$ cat src/design/mtwd_pkg.sv
// Shared types, constants and a helper function of the missing-tooth wheel decoder.
package mtwd_pkg;

    // Default wheel geometry and timestamp width
    localparam int TEETH_DEF     = 58;
    localparam int TIME_BITS_DEF = 32;

    // Fixed field widths
    localparam int CFG_IDX_W  = 3;
    localparam int CFG_DATA_W = 16;
    localparam int PCT_W      = 16;
    localparam int SKIP_W     = 8;
    localparam int ERR_W      = 16;
    localparam int RPM_OUT_W  = 24;
    localparam int POS_OUT_W  = 6;
    localparam int RATIO_OUT_W = 32;
    localparam int IN_DATA_W  = 32;
    localparam int OUT_DATA_W = 80;
    localparam int POS_EXT_W  = 9;

    // Arithmetic constants
    localparam int RPM_NUM = 10000000;
    localparam int PCT_DIV = 100;

    // Register indexes of the configuration port
    localparam logic [CFG_IDX_W-1:0] REG_GAP_MIN   = 3'd0;
    localparam logic [CFG_IDX_W-1:0] REG_GAP_MAX   = 3'd1;
    localparam logic [CFG_IDX_W-1:0] REG_TOOTH_MIN = 3'd2;
    localparam logic [CFG_IDX_W-1:0] REG_TOOTH_MAX = 3'd3;
    localparam logic [CFG_IDX_W-1:0] REG_GAP_FOUND = 3'd4;
    localparam logic [CFG_IDX_W-1:0] REG_SKIP      = 3'd5;

    // Register reset values
    localparam logic [PCT_W-1:0]  GAP_MIN_RST   = 16'd200;
    localparam logic [PCT_W-1:0]  GAP_MAX_RST   = 16'd400;
    localparam logic [PCT_W-1:0]  TOOTH_MIN_RST = 16'd20;
    localparam logic [PCT_W-1:0]  TOOTH_MAX_RST = 16'd180;
    localparam logic [PCT_W-1:0]  GAP_FOUND_RST = 16'd200;
    localparam logic [SKIP_W-1:0] SKIP_RST      = 8'd4;

    // Ratio thresholds handed to the sync tracker
    typedef struct packed {
        logic [PCT_W-1:0] gap_min;
        logic [PCT_W-1:0] gap_max;
        logic [PCT_W-1:0] tooth_min;
        logic [PCT_W-1:0] tooth_max;
        logic [PCT_W-1:0] gap_found;
    } t_cfg;

    // Status reported by the sync tracker
    typedef struct packed {
        logic             synced;
        logic [ERR_W-1:0] errors;
    } t_trk_stat;

    // Positions at which the engine speed is refreshed
    function automatic logic is_rpm_pos(input logic [POS_EXT_W-1:0] p);
        return (p == 9'd10) || (p == 9'd25) || (p == 9'd40) || (p == 9'd55);
    endfunction

endpackage

$ cat src/design/mtwd_ram.sv
// Generic single-write, single-read RAM with registered read data.
module mtwd_ram #(
    parameter int WIDTH = 64,
    parameter int DEPTH = 58
) (
    input  logic                     i_clk,
    input  logic                     i_we,
    input  logic [$clog2(DEPTH)-1:0] i_waddr,
    input  logic [WIDTH-1:0]         i_wdata,
    input  logic [$clog2(DEPTH)-1:0] i_raddr,
    output logic [WIDTH-1:0]         o_rdata
);

    logic [WIDTH-1:0] r_mem [DEPTH];
    logic [WIDTH-1:0] r_rdata;

    // Write port and registered read port.
    always_ff @(posedge i_clk) begin
        if (i_we) begin
            r_mem[i_waddr] <= i_wdata;
        end
        r_rdata <= r_mem[i_raddr];
    end

    assign o_rdata = r_rdata;

endmodule

$ cat src/design/mtwd_sdiv.sv
// Bit-serial restoring divider: one quotient bit per clock cycle.
module mtwd_sdiv #(
    parameter int W = 32
) (
    input  logic         i_clk,
    input  logic         i_rst_n,
    input  logic         i_start,
    input  logic [W-1:0] i_dividend,
    input  logic [W-1:0] i_divisor,
    output logic         o_busy,
    output logic [W-1:0] o_quotient
);

    localparam int CNT_W = $clog2(W + 1);

    logic             r_busy;
    logic [CNT_W-1:0] r_cnt;
    logic [W-1:0]     r_rem;
    logic [W-1:0]     r_quo;
    logic [W-1:0]     r_div;
    logic [W:0]       rem_sh;
    logic [W:0]       diff;

    // Bring down the next dividend bit and try one subtraction.
    assign rem_sh = {r_rem, r_quo[W-1]};
    assign diff   = rem_sh - {1'b0, r_div};

    // Control state of the iteration.
    always_ff @(posedge i_clk) begin
        if (!i_rst_n) begin
            r_busy <= 1'b0;
            r_cnt  <= '0;
        end else if (i_start) begin
            r_busy <= 1'b1;
            r_cnt  <= CNT_W'(W);
        end else if (r_busy) begin
            r_cnt <= r_cnt - 1'b1;
            if (r_cnt == CNT_W'(1)) begin
                r_busy <= 1'b0;
            end
        end
    end

    // Remainder and quotient shift register; the dividend shifts out as the quotient shifts in.
    always_ff @(posedge i_clk) begin
        if (i_start) begin
            r_rem <= '0;
            r_quo <= i_dividend;
            r_div <= i_divisor;
        end else if (r_busy) begin
            if (!diff[W]) begin
                r_rem <= diff[W-1:0];
                r_quo <= {r_quo[W-2:0], 1'b1};
            end else begin
                r_rem <= rem_sh[W-1:0];
                r_quo <= {r_quo[W-2:0], 1'b0};
            end
        end
    end

    assign o_busy     = r_busy;
    assign o_quotient = r_quo;

endmodule

$ cat src/design/mtwd_track.sv
// Sync tracker: tooth position, hunting and synced states, revolution and error counts.
module mtwd_track #(
    parameter int TEETH     = 58,
    parameter int TIME_BITS = 32
) (
    input  logic                          i_clk,
    input  logic                          i_rst_n,
    input  mtwd_pkg::t_cfg                i_cfg,
    input  logic                          i_skip_load,
    input  logic [mtwd_pkg::SKIP_W-1:0]   i_skip_val,
    input  logic                          i_update,
    input  logic [TIME_BITS-1:0]          i_ratio,
    output logic [$clog2(TEETH)-1:0]      o_position,
    output mtwd_pkg::t_trk_stat           o_stat
);

    import mtwd_pkg::*;

    localparam int POS_W = $clog2(TEETH);

    logic [POS_W-1:0]  r_pos,  n_pos;
    logic              r_syn,  n_syn;
    logic [1:0]        r_rev,  n_rev;
    logic [SKIP_W-1:0] r_skip, n_skip;
    logic [ERR_W-1:0]  r_err,  n_err;
    logic              gap_bad;
    logic              tooth_bad;
    logic              lose;

    // Ratio window checks against the thresholds.
    assign gap_bad = (i_ratio < TIME_BITS'(i_cfg.gap_min)) ||
                     (i_ratio > TIME_BITS'(i_cfg.gap_max));
    assign tooth_bad = (i_ratio < TIME_BITS'(i_cfg.tooth_min)) ||
                       (i_ratio > TIME_BITS'(i_cfg.tooth_max));

    // Sync loss is judged only once two whole revolutions have passed.
    always_comb begin
        lose = 1'b0;
        if (r_rev == 2'd2 && r_syn) begin
            if (r_pos == '0) begin
                lose = gap_bad;
            end else if (r_pos != POS_W'(1) && r_pos != POS_W'(2)) begin
                lose = tooth_bad;
            end
        end
    end

    // Next state for one tooth edge: loss, skip or hunt, then position advance.
    always_comb begin
        n_pos  = r_pos;
        n_syn  = r_syn;
        n_rev  = r_rev;
        n_skip = r_skip;
        n_err  = r_err;
        if (lose) begin
            n_pos = '0;
            n_syn = 1'b0;
            n_rev = 2'd0;
            n_err = r_err + 1'b1;
        end
        if (r_skip != '0) begin
            n_skip = r_skip - 1'b1;
        end else if (!n_syn && i_ratio > TIME_BITS'(i_cfg.gap_found)) begin
            n_pos = '0;
            n_syn = 1'b1;
            n_rev = 2'd0;
        end
        if (n_pos == POS_W'(TEETH - 1)) begin
            n_pos = '0;
            if (n_rev != 2'd2) begin
                n_rev = n_rev + 1'b1;
            end
        end else begin
            n_pos = n_pos + 1'b1;
        end
    end

    // Tracker registers.
    always_ff @(posedge i_clk) begin
        if (!i_rst_n) begin
            r_pos  <= '0;
            r_syn  <= 1'b0;
            r_rev  <= 2'd0;
            r_skip <= SKIP_RST;
            r_err  <= '0;
        end else if (i_update) begin
            r_pos  <= n_pos;
            r_syn  <= n_syn;
            r_rev  <= n_rev;
            r_skip <= n_skip;
            r_err  <= n_err;
        end else if (i_skip_load) begin
            r_skip <= i_skip_val;
        end
    end

    assign o_position    = r_pos;
    assign o_stat.synced = r_syn;
    assign o_stat.errors = r_err;

endmodule

$ cat src/design/missing_tooth_wheel_decoder.sv
// Top level of the missing-tooth crank wheel decoder.
// Each input beat carries one tooth edge timestamp and yields one output beat with the sync
// state, the tooth position, the period ratio in percent, the engine speed and the sync error
// count. An edge goes from acceptance to its result in these steps: the edge store read,
// forming the periods and starting the dividers, the previous period divided by 100, the
// ratio division on the same bit-serial divider, and the load of the output register once
// it is free. The engine speed division runs on a second bit-serial divider in parallel
// with these. Edges are handled one at a time; the next edge is accepted as soon as the
// previous result is in the output register. The per-position edge store starts empty
// after reset with no clearing pass, and configuration writes are taken on every cycle.
module missing_tooth_wheel_decoder #(
    parameter int TEETH     = mtwd_pkg::TEETH_DEF,
    parameter int TIME_BITS = mtwd_pkg::TIME_BITS_DEF
) (
    input  logic                              i_clk,
    input  logic                              i_rst_n,
    // Input stream
    input  logic                              i_s_tvalid,
    output logic                              o_s_tready,
    input  logic [mtwd_pkg::IN_DATA_W-1:0]    i_s_tdata,  // [31:0] tooth_time
    // Output stream
    output logic                              o_m_tvalid,
    input  logic                              i_m_tready,
    // [0] in_sync, [6:1] tooth_position, [38:7] period_ratio, [62:39] engine_rpm,
    // [63] rpm_updated, [79:64] sync_errors
    output logic [mtwd_pkg::OUT_DATA_W-1:0]   o_m_tdata,
    // Configuration writes
    input  logic                              i_cfg_valid,
    output logic                              o_cfg_ready,
    input  logic [mtwd_pkg::CFG_IDX_W-1:0]    i_cfg_addr,
    input  logic [mtwd_pkg::CFG_DATA_W-1:0]   i_cfg_data
);

    import mtwd_pkg::*;

    localparam int POS_W = $clog2(TEETH);
    localparam int RPM_W = (TIME_BITS > RPM_OUT_W) ? TIME_BITS : RPM_OUT_W;

    typedef enum logic [5:0] {
        S_IDLE  = 6'b000001,
        S_READ  = 6'b000010,
        S_CALC  = 6'b000100,
        S_NOM   = 6'b001000,
        S_RATIO = 6'b010000,
        S_OUT   = 6'b100000
    } t_state;

    t_state                 r_state, n_state;
    t_cfg                   r_cfg;
    logic [TEETH-1:0]       r_valid;
    logic [TIME_BITS-1:0]   r_t;
    logic [POS_W-1:0]       r_pos;
    logic [POS_W-1:0]       r_prev;
    logic [TIME_BITS-1:0]   r_per_cur;
    logic [TIME_BITS-1:0]   r_last_rpm;
    logic                   r_rpm_go;
    logic [RPM_OUT_W-1:0]   r_rpm;
    logic [TIME_BITS-1:0]   r_ratio;
    logic                   r_upd;
    logic                   r_out_valid;
    logic [OUT_DATA_W-1:0]  r_out_data;

    logic                   accept;
    logic                   cfg_we;
    logic [TIME_BITS-1:0]   t_in;
    logic [POS_W-1:0]       trk_pos;
    t_trk_stat              trk_stat;
    logic                   trk_update;
    logic [2*TIME_BITS-1:0] ram_rdata;
    logic [TIME_BITS-1:0]   prev_stamp;
    logic [TIME_BITS-1:0]   prev_per;
    logic [TIME_BITS-1:0]   per_cur;
    logic [TIME_BITS-1:0]   rpm_iv;
    logic                   rpm_pos;
    logic                   div_a_start;
    logic [TIME_BITS-1:0]   div_a_dvd;
    logic [TIME_BITS-1:0]   div_a_dvs;
    logic                   div_a_busy;
    logic [TIME_BITS-1:0]   div_a_q;
    logic                   div_b_start;
    logic                   div_b_busy;
    logic [RPM_W-1:0]       div_b_q;
    logic [TIME_BITS-1:0]   nom;
    logic [RPM_OUT_W+1:0]   rpm_x3;
    logic [POS_EXT_W-1:0]   pos_ext;
    logic [POS_EXT_W-1:0]   out_pos_ext;
    logic                   out_free;

    assign accept      = i_s_tvalid && o_s_tready;
    assign cfg_we      = i_cfg_valid && o_cfg_ready;
    assign o_cfg_ready = 1'b1;
    assign o_s_tready  = (r_state == S_IDLE);
    assign t_in        = TIME_BITS'(i_s_tdata);
    assign out_free    = !r_out_valid || i_m_tready;

    // Configuration registers.
    always_ff @(posedge i_clk) begin
        if (!i_rst_n) begin
            r_cfg.gap_min   <= GAP_MIN_RST;
            r_cfg.gap_max   <= GAP_MAX_RST;
            r_cfg.tooth_min <= TOOTH_MIN_RST;
            r_cfg.tooth_max <= TOOTH_MAX_RST;
            r_cfg.gap_found <= GAP_FOUND_RST;
        end else if (cfg_we) begin
            case (i_cfg_addr)
                REG_GAP_MIN:   r_cfg.gap_min   <= i_cfg_data;
                REG_GAP_MAX:   r_cfg.gap_max   <= i_cfg_data;
                REG_TOOTH_MIN: r_cfg.tooth_min <= i_cfg_data;
                REG_TOOTH_MAX: r_cfg.tooth_max <= i_cfg_data;
                REG_GAP_FOUND: r_cfg.gap_found <= i_cfg_data;
                default:       ;
            endcase
        end
    end

    // Per-position store of edge time (low half) and period (high half).
    mtwd_ram #(
        .WIDTH (2 * TIME_BITS),
        .DEPTH (TEETH)
    ) u_store (
        .i_clk   (i_clk),
        .i_we    (r_state == S_CALC),
        .i_waddr (r_pos),
        .i_wdata ({per_cur, r_t}),
        .i_raddr (r_prev),
        .o_rdata (ram_rdata)
    );

    // Entries never written read as zero.
    assign prev_stamp = r_valid[r_prev] ? ram_rdata[TIME_BITS-1:0] : '0;
    assign prev_per   = r_valid[r_prev] ? ram_rdata[2*TIME_BITS-1:TIME_BITS] : '0;
    assign per_cur    = r_t - prev_stamp;
    assign rpm_iv     = r_t - r_last_rpm;
    assign pos_ext    = POS_EXT_W'(r_pos);
    assign rpm_pos    = is_rpm_pos(pos_ext);

    // Shared divider: previous period over 100, then the current period over that share.
    assign div_a_start = (r_state == S_CALC) || (r_state == S_NOM && !div_a_busy);
    assign div_a_dvd   = (r_state == S_CALC) ? prev_per : r_per_cur;
    assign div_a_dvs   = (r_state == S_CALC) ? TIME_BITS'(PCT_DIV) : nom;
    assign nom         = (div_a_q == '0) ? TIME_BITS'(1) : div_a_q;

    mtwd_sdiv #(
        .W (TIME_BITS)
    ) u_div_ratio (
        .i_clk      (i_clk),
        .i_rst_n    (i_rst_n),
        .i_start    (div_a_start),
        .i_dividend (div_a_dvd),
        .i_divisor  (div_a_dvs),
        .o_busy     (div_a_busy),
        .o_quotient (div_a_q)
    );

    // Engine speed divider, run only at the refresh positions and when the refresh interval is nonzero.
    assign div_b_start = (r_state == S_CALC) && rpm_pos && (rpm_iv != '0);

    mtwd_sdiv #(
        .W (RPM_W)
    ) u_div_rpm (
        .i_clk      (i_clk),
        .i_rst_n    (i_rst_n),
        .i_start    (div_b_start),
        .i_dividend (RPM_W'(RPM_NUM)),
        .i_divisor  (RPM_W'(rpm_iv)),
        .o_busy     (div_b_busy),
        .o_quotient (div_b_q)
    );

    // Times six over four is three halves; the quotient never exceeds 24 bits.
    assign rpm_x3 = {2'b00, div_b_q[RPM_OUT_W-1:0]} + {1'b0, div_b_q[RPM_OUT_W-1:0], 1'b0};

    assign trk_update = (r_state == S_RATIO) && !div_a_busy && !div_b_busy;

    mtwd_track #(
        .TEETH     (TEETH),
        .TIME_BITS (TIME_BITS)
    ) u_track (
        .i_clk       (i_clk),
        .i_rst_n     (i_rst_n),
        .i_cfg       (r_cfg),
        .i_skip_load (cfg_we && i_cfg_addr == REG_SKIP),
        .i_skip_val  (i_cfg_data[SKIP_W-1:0]),
        .i_update    (trk_update),
        .i_ratio     (div_a_q),
        .o_position  (trk_pos),
        .o_stat      (trk_stat)
    );

    // Sequencer for one edge.
    always_comb begin
        n_state = r_state;
        case (r_state)
            S_IDLE:  if (accept) n_state = S_READ;
            S_READ:  n_state = S_CALC;
            S_CALC:  n_state = S_NOM;
            S_NOM:   if (!div_a_busy) n_state = S_RATIO;
            S_RATIO: if (trk_update) n_state = S_OUT;
            S_OUT:   if (out_free) n_state = S_IDLE;
            default: n_state = S_IDLE;
        endcase
    end

    // Control registers: state, store valid bits, last refresh time, engine speed, output valid.
    always_ff @(posedge i_clk) begin
        if (!i_rst_n) begin
            r_state     <= S_IDLE;
            r_valid     <= '0;
            r_out_valid <= 1'b0;
            r_last_rpm  <= '0;
            r_rpm       <= '0;
        end else begin
            r_state <= n_state;
            if (r_state == S_CALC) begin
                r_valid[r_pos] <= 1'b1;
                if (rpm_pos) begin
                    r_last_rpm <= r_t;
                end
            end
            if (trk_update && r_rpm_go) begin
                r_rpm <= rpm_x3[RPM_OUT_W:1];
            end
            if (r_state == S_OUT && out_free) begin
                r_out_valid <= 1'b1;
            end else if (i_m_tready) begin
                r_out_valid <= 1'b0;
            end
        end
    end

    // Edge payload registers.
    always_ff @(posedge i_clk) begin
        if (accept) begin
            r_t    <= t_in;
            r_pos  <= trk_pos;
            r_prev <= (trk_pos == '0) ? POS_W'(TEETH - 1) : trk_pos - 1'b1;
        end
        if (r_state == S_CALC) begin
            r_per_cur <= per_cur;
            r_rpm_go  <= div_b_start;
        end
        if (trk_update) begin
            r_ratio <= div_a_q;
            r_upd   <= r_rpm_go;
        end
    end

    // Output register, loaded once the previous beat has gone or is taken in the same cycle.
    assign out_pos_ext = POS_EXT_W'(trk_pos);

    always_ff @(posedge i_clk) begin
        if (r_state == S_OUT && out_free) begin
            r_out_data <= {trk_stat.errors, r_upd, r_rpm, RATIO_OUT_W'(r_ratio),
                           out_pos_ext[POS_OUT_W-1:0], trk_stat.synced};
        end
    end

    assign o_m_tvalid = r_out_valid;
    assign o_m_tdata  = r_out_data;

endmodule
$ cat config.mk
export PLATFORM = sky130hd
export DESIGN_NAME = missing_tooth_wheel_decoder
export DESIGN_NICKNAME = d
export VERILOG_FILES = /design/src/design/mtwd_pkg.sv /design/src/design/mtwd_ram.sv /design/src/design/mtwd_sdiv.sv /design/src/design/mtwd_track.sv /design/src/design/missing_tooth_wheel_decoder.sv
export SDC_FILE = /design/constraint.sdc
export NUM_CORES = 2
export LEC_CHECK = 0
export BUFFER_PORTS_ARGS = -buffer_cell sky130_fd_sc_hd__buf_4
export CAP_MARGIN = 5
export CELL_PAD_IN_SITES_DETAIL_PLACEMENT = 1
export CELL_PAD_IN_SITES_GLOBAL_PLACEMENT = 1
export CORE_MARGIN = 8
export CORE_UTILIZATION = 30
export DETAILED_ROUTE_END_ITERATION = 8
export PLACE_DENSITY_LB_ADDON = 0.3
export SLEW_MARGIN = 20
export SYNTH_ARGS = -nofsm -noshare
export SYNTH_HDL_FRONTEND = slang
export SYNTH_SLANG_ARGS = --single-unit
$ cat constraint.sdc
create_clock -name i_clk -period 9 [get_ports i_clk]
set_input_delay 1.8 -clock i_clk [delete_from_list [all_inputs] [get_ports i_clk]]
set_output_delay 1.8 -clock i_clk [all_outputs]
set_load 0.1 [all_outputs]
# Yosys cells after proc, flatten, opt, wreduce, memory -nomap -nowiden

Memories as Yosys holds them, arrays and structs flattened. A register that Yosys moved wholly into a read port is not among the register bits.
Cells that the tools add are included.

Bits in writable memories: 3712
Flip-flop bits (word level): 630
Memories: 1
Logic and storage cells: 182

Mux-type cells: 51
Equality and inequality tests: 27
Add/subtract/negate cells: 12
Reductions and logical operators: 45
Bitwise operators: 2
Magnitude comparators: 8

Memories:

| name          | depth | bits a word | rd ports | clocked after Yosys merged registers in | wr ports | RTL line       | text |
|---|---|---|---|---|---|---|---|
| u_store.r_mem | 58    | 64          | 1        | 1                                       | 1        | mtwd_ram.sv:14 | `logic [WIDTH-1:0] r_mem [DEPTH];` |

Operator list:

| operator                | count |
|---|---|
| $mux W32                | 7 |
| $gt A32 B16 Y1          | 3 |
| $mux W6                 | 12 |
| $sub A33 B32 Y33        | 2 |
| $lt A32 B16 Y1          | 2 |
| $sub A32 B32 Y32        | 2 |
| $or A58 B58 Y58         | 1 |
| $pmux W6 S6             | 1 |
| $logic_not A32 Y1       | 1 |
| $reduce_bool A32 Y1     | 1 |
| $add A24 B25 Y25        | 1 |
| $eq A6 B6 Y1 const B    | 4 |
| $mux W8                 | 3 |
| $mux W1                 | 20 |
| $eq A6 B1 Y1 const B    | 3 |
| $sub A6 B1 Y6 const B   | 3 |
| $add A16 B1 Y16 const B | 1 |
| $reduce_and A2 Y1       | 8 |
| $lt A6 B7 Y1 const B    | 2 |
| $logic_and A1 B1 Y1     | 13 |
| $eq A6 B4 Y1 const B    | 2 |
| $eq A6 B5 Y1 const B    | 2 |
| $mux W2                 | 5 |
| $ne A2 B2 Y1 const B    | 4 |
| 25 further kinds        | 42 |

# Depth between registers and ports, before layout

Word-level depth: 13
Mapped depth: 25
Mapped depth without buffers: 21

# Modules after synthesis

From an unflattened synthesis, not the netlist that was laid out.

Cells, all modules: 9963
Area, all modules: 177281.3 µm²

By module, submodules not included:

| module                      | cells each | area each (µm²) | times used | seq. area each (µm²) |
|---|---|---|---|---|
| mtwd_ram                    | 6378       | 143219.9        | 1          | 112748.1 |
| missing_tooth_wheel_decoder | 1922       | 18370.1         | 1          | 9729.3 |
| mtwd_sdiv                   | 571        | 5885.6          | 2          | 2702.6 |
| mtwd_track                  | 521        | 3920.0          | 1          | 660.6 |

# Least setup slack after synthesis

No wires, ideal clock.

Path type: flip-flop to flip-flop
Start point: reg r_state[5]
End point: mem u_store.r_mem[8][0], enable pin
Data arrival time: 8260 ps
Stages on the path, launching flop included: 6
Setup time: 650 ps
Slack: 90 ps
Period minus slack after synthesis: 8910 ps
Cells stage by stage: dfxtp_1 > nor4_1 > nand3b_1 > inv_1 > nand3_1 > nor4_1

Cells in the longest elaborated chain, start to end: 3

RTL lines:

| item                          | RTL line                           | text |
|---|---|---|
| from (decl)                   | missing_tooth_wheel_decoder.sv:48  | `t_state r_state, n_state;` |
| from (signal assigned)        | missing_tooth_wheel_decoder.sv:213 | `r_state <= n_state;` |
| $eq A6 B3 Y1                  | missing_tooth_wheel_decoder.sv:122 | `.i_we (r_state == S_CALC),` |
| $mux W1                       | mtwd_ram.sv:19                     | `if (i_we) begin` |
| $mux W1 (implied by the code) | mtwd_ram.sv:20                     | `r_mem[i_waddr] <= i_wdata;` |
| to (decl)                     | mtwd_ram.sv:14                     |  |

No other way between the ends.

# Worst setup path after layout

Start point: reg r_prev[3]
End point: mem u_store.r_mem[27][63] (data pin)

Cells in the longest elaborated chain, start to end: 4

RTL lines:

| item                          | RTL line                           | text |
|---|---|---|
| from (decl)                   | missing_tooth_wheel_decoder.sv:53  | `logic [POS_W-1:0] r_prev;` |
| from (signal assigned)        | missing_tooth_wheel_decoder.sv:236 | `r_prev <= (trk_pos == '0) ? POS_W'(TEETH - 1) : trk_pos - 1'b1;` |
| $bmux W1 S6                   | missing_tooth_wheel_decoder.sv:130 | `assign prev_stamp = r_valid[r_prev] ? ram_rdata[TIME_BITS-1:0] : '0;` |
| $mux W1 (implied by the code) | missing_tooth_wheel_decoder.sv:130 |  |
| $mux W32                      | missing_tooth_wheel_decoder.sv:130 |  |
| $sub A32 B32 Y32              | missing_tooth_wheel_decoder.sv:132 | `assign per_cur = r_t - prev_stamp;` |
| named net per_cur[31]         | missing_tooth_wheel_decoder.sv:72  | `logic [TIME_BITS-1:0] per_cur;` |

The timed path passes the listed nets, and every way through them passes these cells. The select of a mux whose other input is x is not followed.

==> results.sh <==
export IMPL_dp_hpwl_mm=324
export IMPL_instances_no_fill=18400
export IMPL_vias=99700
export IMPL_syn_area_um2=176000
export IMPL_synth_edf_count=3998
export IMPL_leakagePower_nw=68.2
export IMPL_io_pins=139
export IMPL_grt_pass1_vias=103000
export IMPL_cts_setup_buffers=0
export IMPL_numCtsBuffers=460
export IMPL_path_clk_slew_ps=60
export IMPL_placed_area_um2=188000
export IMPL_die_h_um=782
export IMPL_num_rows=281
export IMPL_slew_headroom=0.144
export IMPL_fin_crit_sh=0.886
export IMPL_grt_overflow=0
export IMPL_start_util=0.301
export IMPL_cts_max_path_buffers=4
export IMPL_hold_path_class="reg -> reg"
export IMPL_synth_cells=9802
export IMPL_yosysUniqueCellTypes=81
export IMPL_path_max_fanout=59
export IMPL_critPathSlowestCell="o41ai_1"
export IMPL_coreArea_um2=585000
export IMPL_max_freq_mhz=125
export IMPL_status="finished clean"
export IMPL_startpoint_type="flop"
export IMPL_synth_top_cell_area_share=0.683
export IMPL_yosysMostFrequentCell="edfxtp_1"
export IMPL_synth_area_leaders="edfxtp_1 68%, mux4_2 11%, dfxtp_1 4.6%"
export IMPL_post_route_cell_area_um2=204000
export IMPL_hold_buffers=0
export IMPL_path_class="reg -> reg"
export IMPL_area_delta_synth_final_pct=15.7
export IMPL_drt_iter0_drc=11500
export IMPL_dpl_cell_count=17500
export IMPL_synth_commonest_cells="3998 x edfxtp_1, 821 x mux4_2, 502 x mux2i_1"
export IMPL_max_stage_delay_ps=730
export IMPL_p_per_area_nw_per_um2=246
export IMPL_antenna_found_initial=29
export IMPL_port_buffers=137
export IMPL_grt_start_max_net_pins=121
export IMPL_rsz0062_at_grt="false"
export IMPL_arrival_ps=8710
export IMPL_peakVddDrop_mv=0.180
export IMPL_ys_seq_area_frac=0.729
export IMPL_grt_use_total=0.188
export IMPL_synth_seq_cells=4406
export IMPL_synth_nets=10100
export IMPL_max_cap_violations=0
export IMPL_final_util=0.348
export IMPL_die_w_um=782
export IMPL_avgSynthCellArea_um2=17.9
export IMPL_ant_nets=0
export IMPL_required_ps=9730
export IMPL_postCtsResizedCells=0
export IMPL_final_net_count=10500
export IMPL_hold_slack_ps=420
export IMPL_drc_errors=0
export IMPL_htree_num_levels=5
export IMPL_cts_tree="done"
export IMPL_yosysTopAreaCell="edfxtp_1"
export IMPL_dr_pass1_iters=5
export IMPL_setup_tns_ps=0
export IMPL_pre_cts_ws_ps=1190
export IMPL_worst_slew_pin_slew_ps=1270
export IMPL_clock_sinks=4406
export IMPL_viasPerCell=5.41
export IMPL_ys_warn_count=0
export IMPL_routed_wl_mm=599
export IMPL_slew_violations=0
export IMPL_crit_path_end_kind="flop"
export IMPL_min_period_ps=7970
export IMPL_die_area_um2=611000
export IMPL_cts_root_buf="clkbuf_16"
export IMPL_async_flop_share=0
export IMPL_drive_gt1_frac=0.202
export IMPL_finalHoldViolCount=0
export IMPL_clkLatencyLatePin_ps=1060
export IMPL_setup_viol=0
export IMPL_crit_chain="inv_8 -> buf_4 -> o221ai_1 -> o22ai_1 -> nor3_1 -> a21oi_1 -> a21oi_4 -> nand2_1 -> ha_1 -> nor2b_1 -> nor3_1 -> o21bai_1 -> o311a_1 -> a2111oi_2 -> o41ai_1 -> o41ai_1 -> o31ai_1 -> or4_1 -> a31oi_1 -> xnor2_2 -> buf_4"
export IMPL_fin_skew_ps=69.8
export IMPL_wire_per_inst_um=32.5
export IMPL_grt_pass1_wl_mm=823
export IMPL_power_mw=50.1
export IMPL_setup_ws_ps=1030
export IMPL_routabilityCongestion=0.809
export IMPL_ys_flop_type="edfxtp_1"
kinds of logic after synthesis:
group / share of synthesized area
flops: 0.729
compound gates: 0.0615
mux: 0.135
simple gates: 0.0341
buf+inv: 0.0168
fa+ha+maj: 0.0176
xor+xnor: 0.00637
other cells: 0.0000213
placed cells by master (no fill, tap or decap), types with 54 or more instances in the layout:
cell,n
and2_1,130
inv_1,242
a211oi_1,158
clkinv_2,111
a21o_1,70
edfxtp_1,3998
o21ai_0,245
mux2i_1,501
mux4_2,821
nand2_1,452
xnor2_1,69
nor3_1,66
a21oi_1,419
dfxtp_1,406
o221ai_1,168
o22ai_1,174
o21a_1,105
ha_1,239
a21boi_0,118
clkbuf_16,461
clkbuf_1,93
nor2_1,266
nand2b_1,54
clkinv_1,74
buf_4,435
layout make-up:
cell class | count | area, um^2
flip-flops and latches | 4406 | 128000
fillers | 58500 | 381000
clock inverters | 278 | 2800
repair buffers | 473 | 4000
clock buffers | 590 | 12400
inverters | 249 | 953
diodes | 10 | 25.0
multi-input cells | 4637 | 45500
well taps | 7782 | 9740
state kept, by name (all words and copies together) (netlist names), 6 cells and up:
signal,count
r_ratio,32
u_div_ratio.r_cnt,6
r_prev,6
r_valid,58
u_div_ratio.r_div,32
r_rpm,24
r_cfg,80
u_div_ratio.r_rem,32
u_div_ratio.o_quotient,32
u_store.o_rdata,64
u_track.o_position,6
r_last_rpm,32
u_div_rpm.o_quotient,32
u_store.r_mem,3712
r_per_cur,32
r_t,32
u_div_rpm.r_cnt,6
u_track.r_err,16
r_state,6
u_track.r_skip,8
r_pos,6
u_div_rpm.r_div,32
o_m_tdata,80
u_div_rpm.r_rem,32
worst max-delay path: cells and delay by family (launching register included):
kind / cells / cell delay, ps
fa+ha+maj: 1 / 230
compound gates: 11 / 3910
flops: 1 / 480
xor+xnor: 1 / 140
buf+inv: 3 / 1650
simple gates: 5 / 1100
routing by layer:
layer,GRT usage,part of all wire
met1,0.251,0.41
met2,0.314,0.48
met3,0.0284,0.071
met4,0.0635,0.036
met5,0,0.000082
report_power, final:
| group | total (mW) | switching [mW] | internal, mW |
|---|---|---|---|
| logic | 6.61 | 4.77 | 1.84 |
| registers | 24.4 | 0.165 | 24.2 |
| clock network | 19.2 | 8.33 | 10.8 |
path summary, 6_finish.rpt:
kind / cells past startpoint / slack [ps] / start / endpoint
setup / recovery: 21 / 1030 / r_prev[3] / u_store.r_mem[27][63]
hold / removal: 0 / 420 / r_ratio[4] / o_m_tdata[11]
setup reg to reg: 21 / 1030 / r_prev[3] / u_store.r_mem[27][63]
hold reg to reg: 0 / 420 / r_ratio[4] / o_m_tdata[11]
Power figures use the tool's default switching activity.
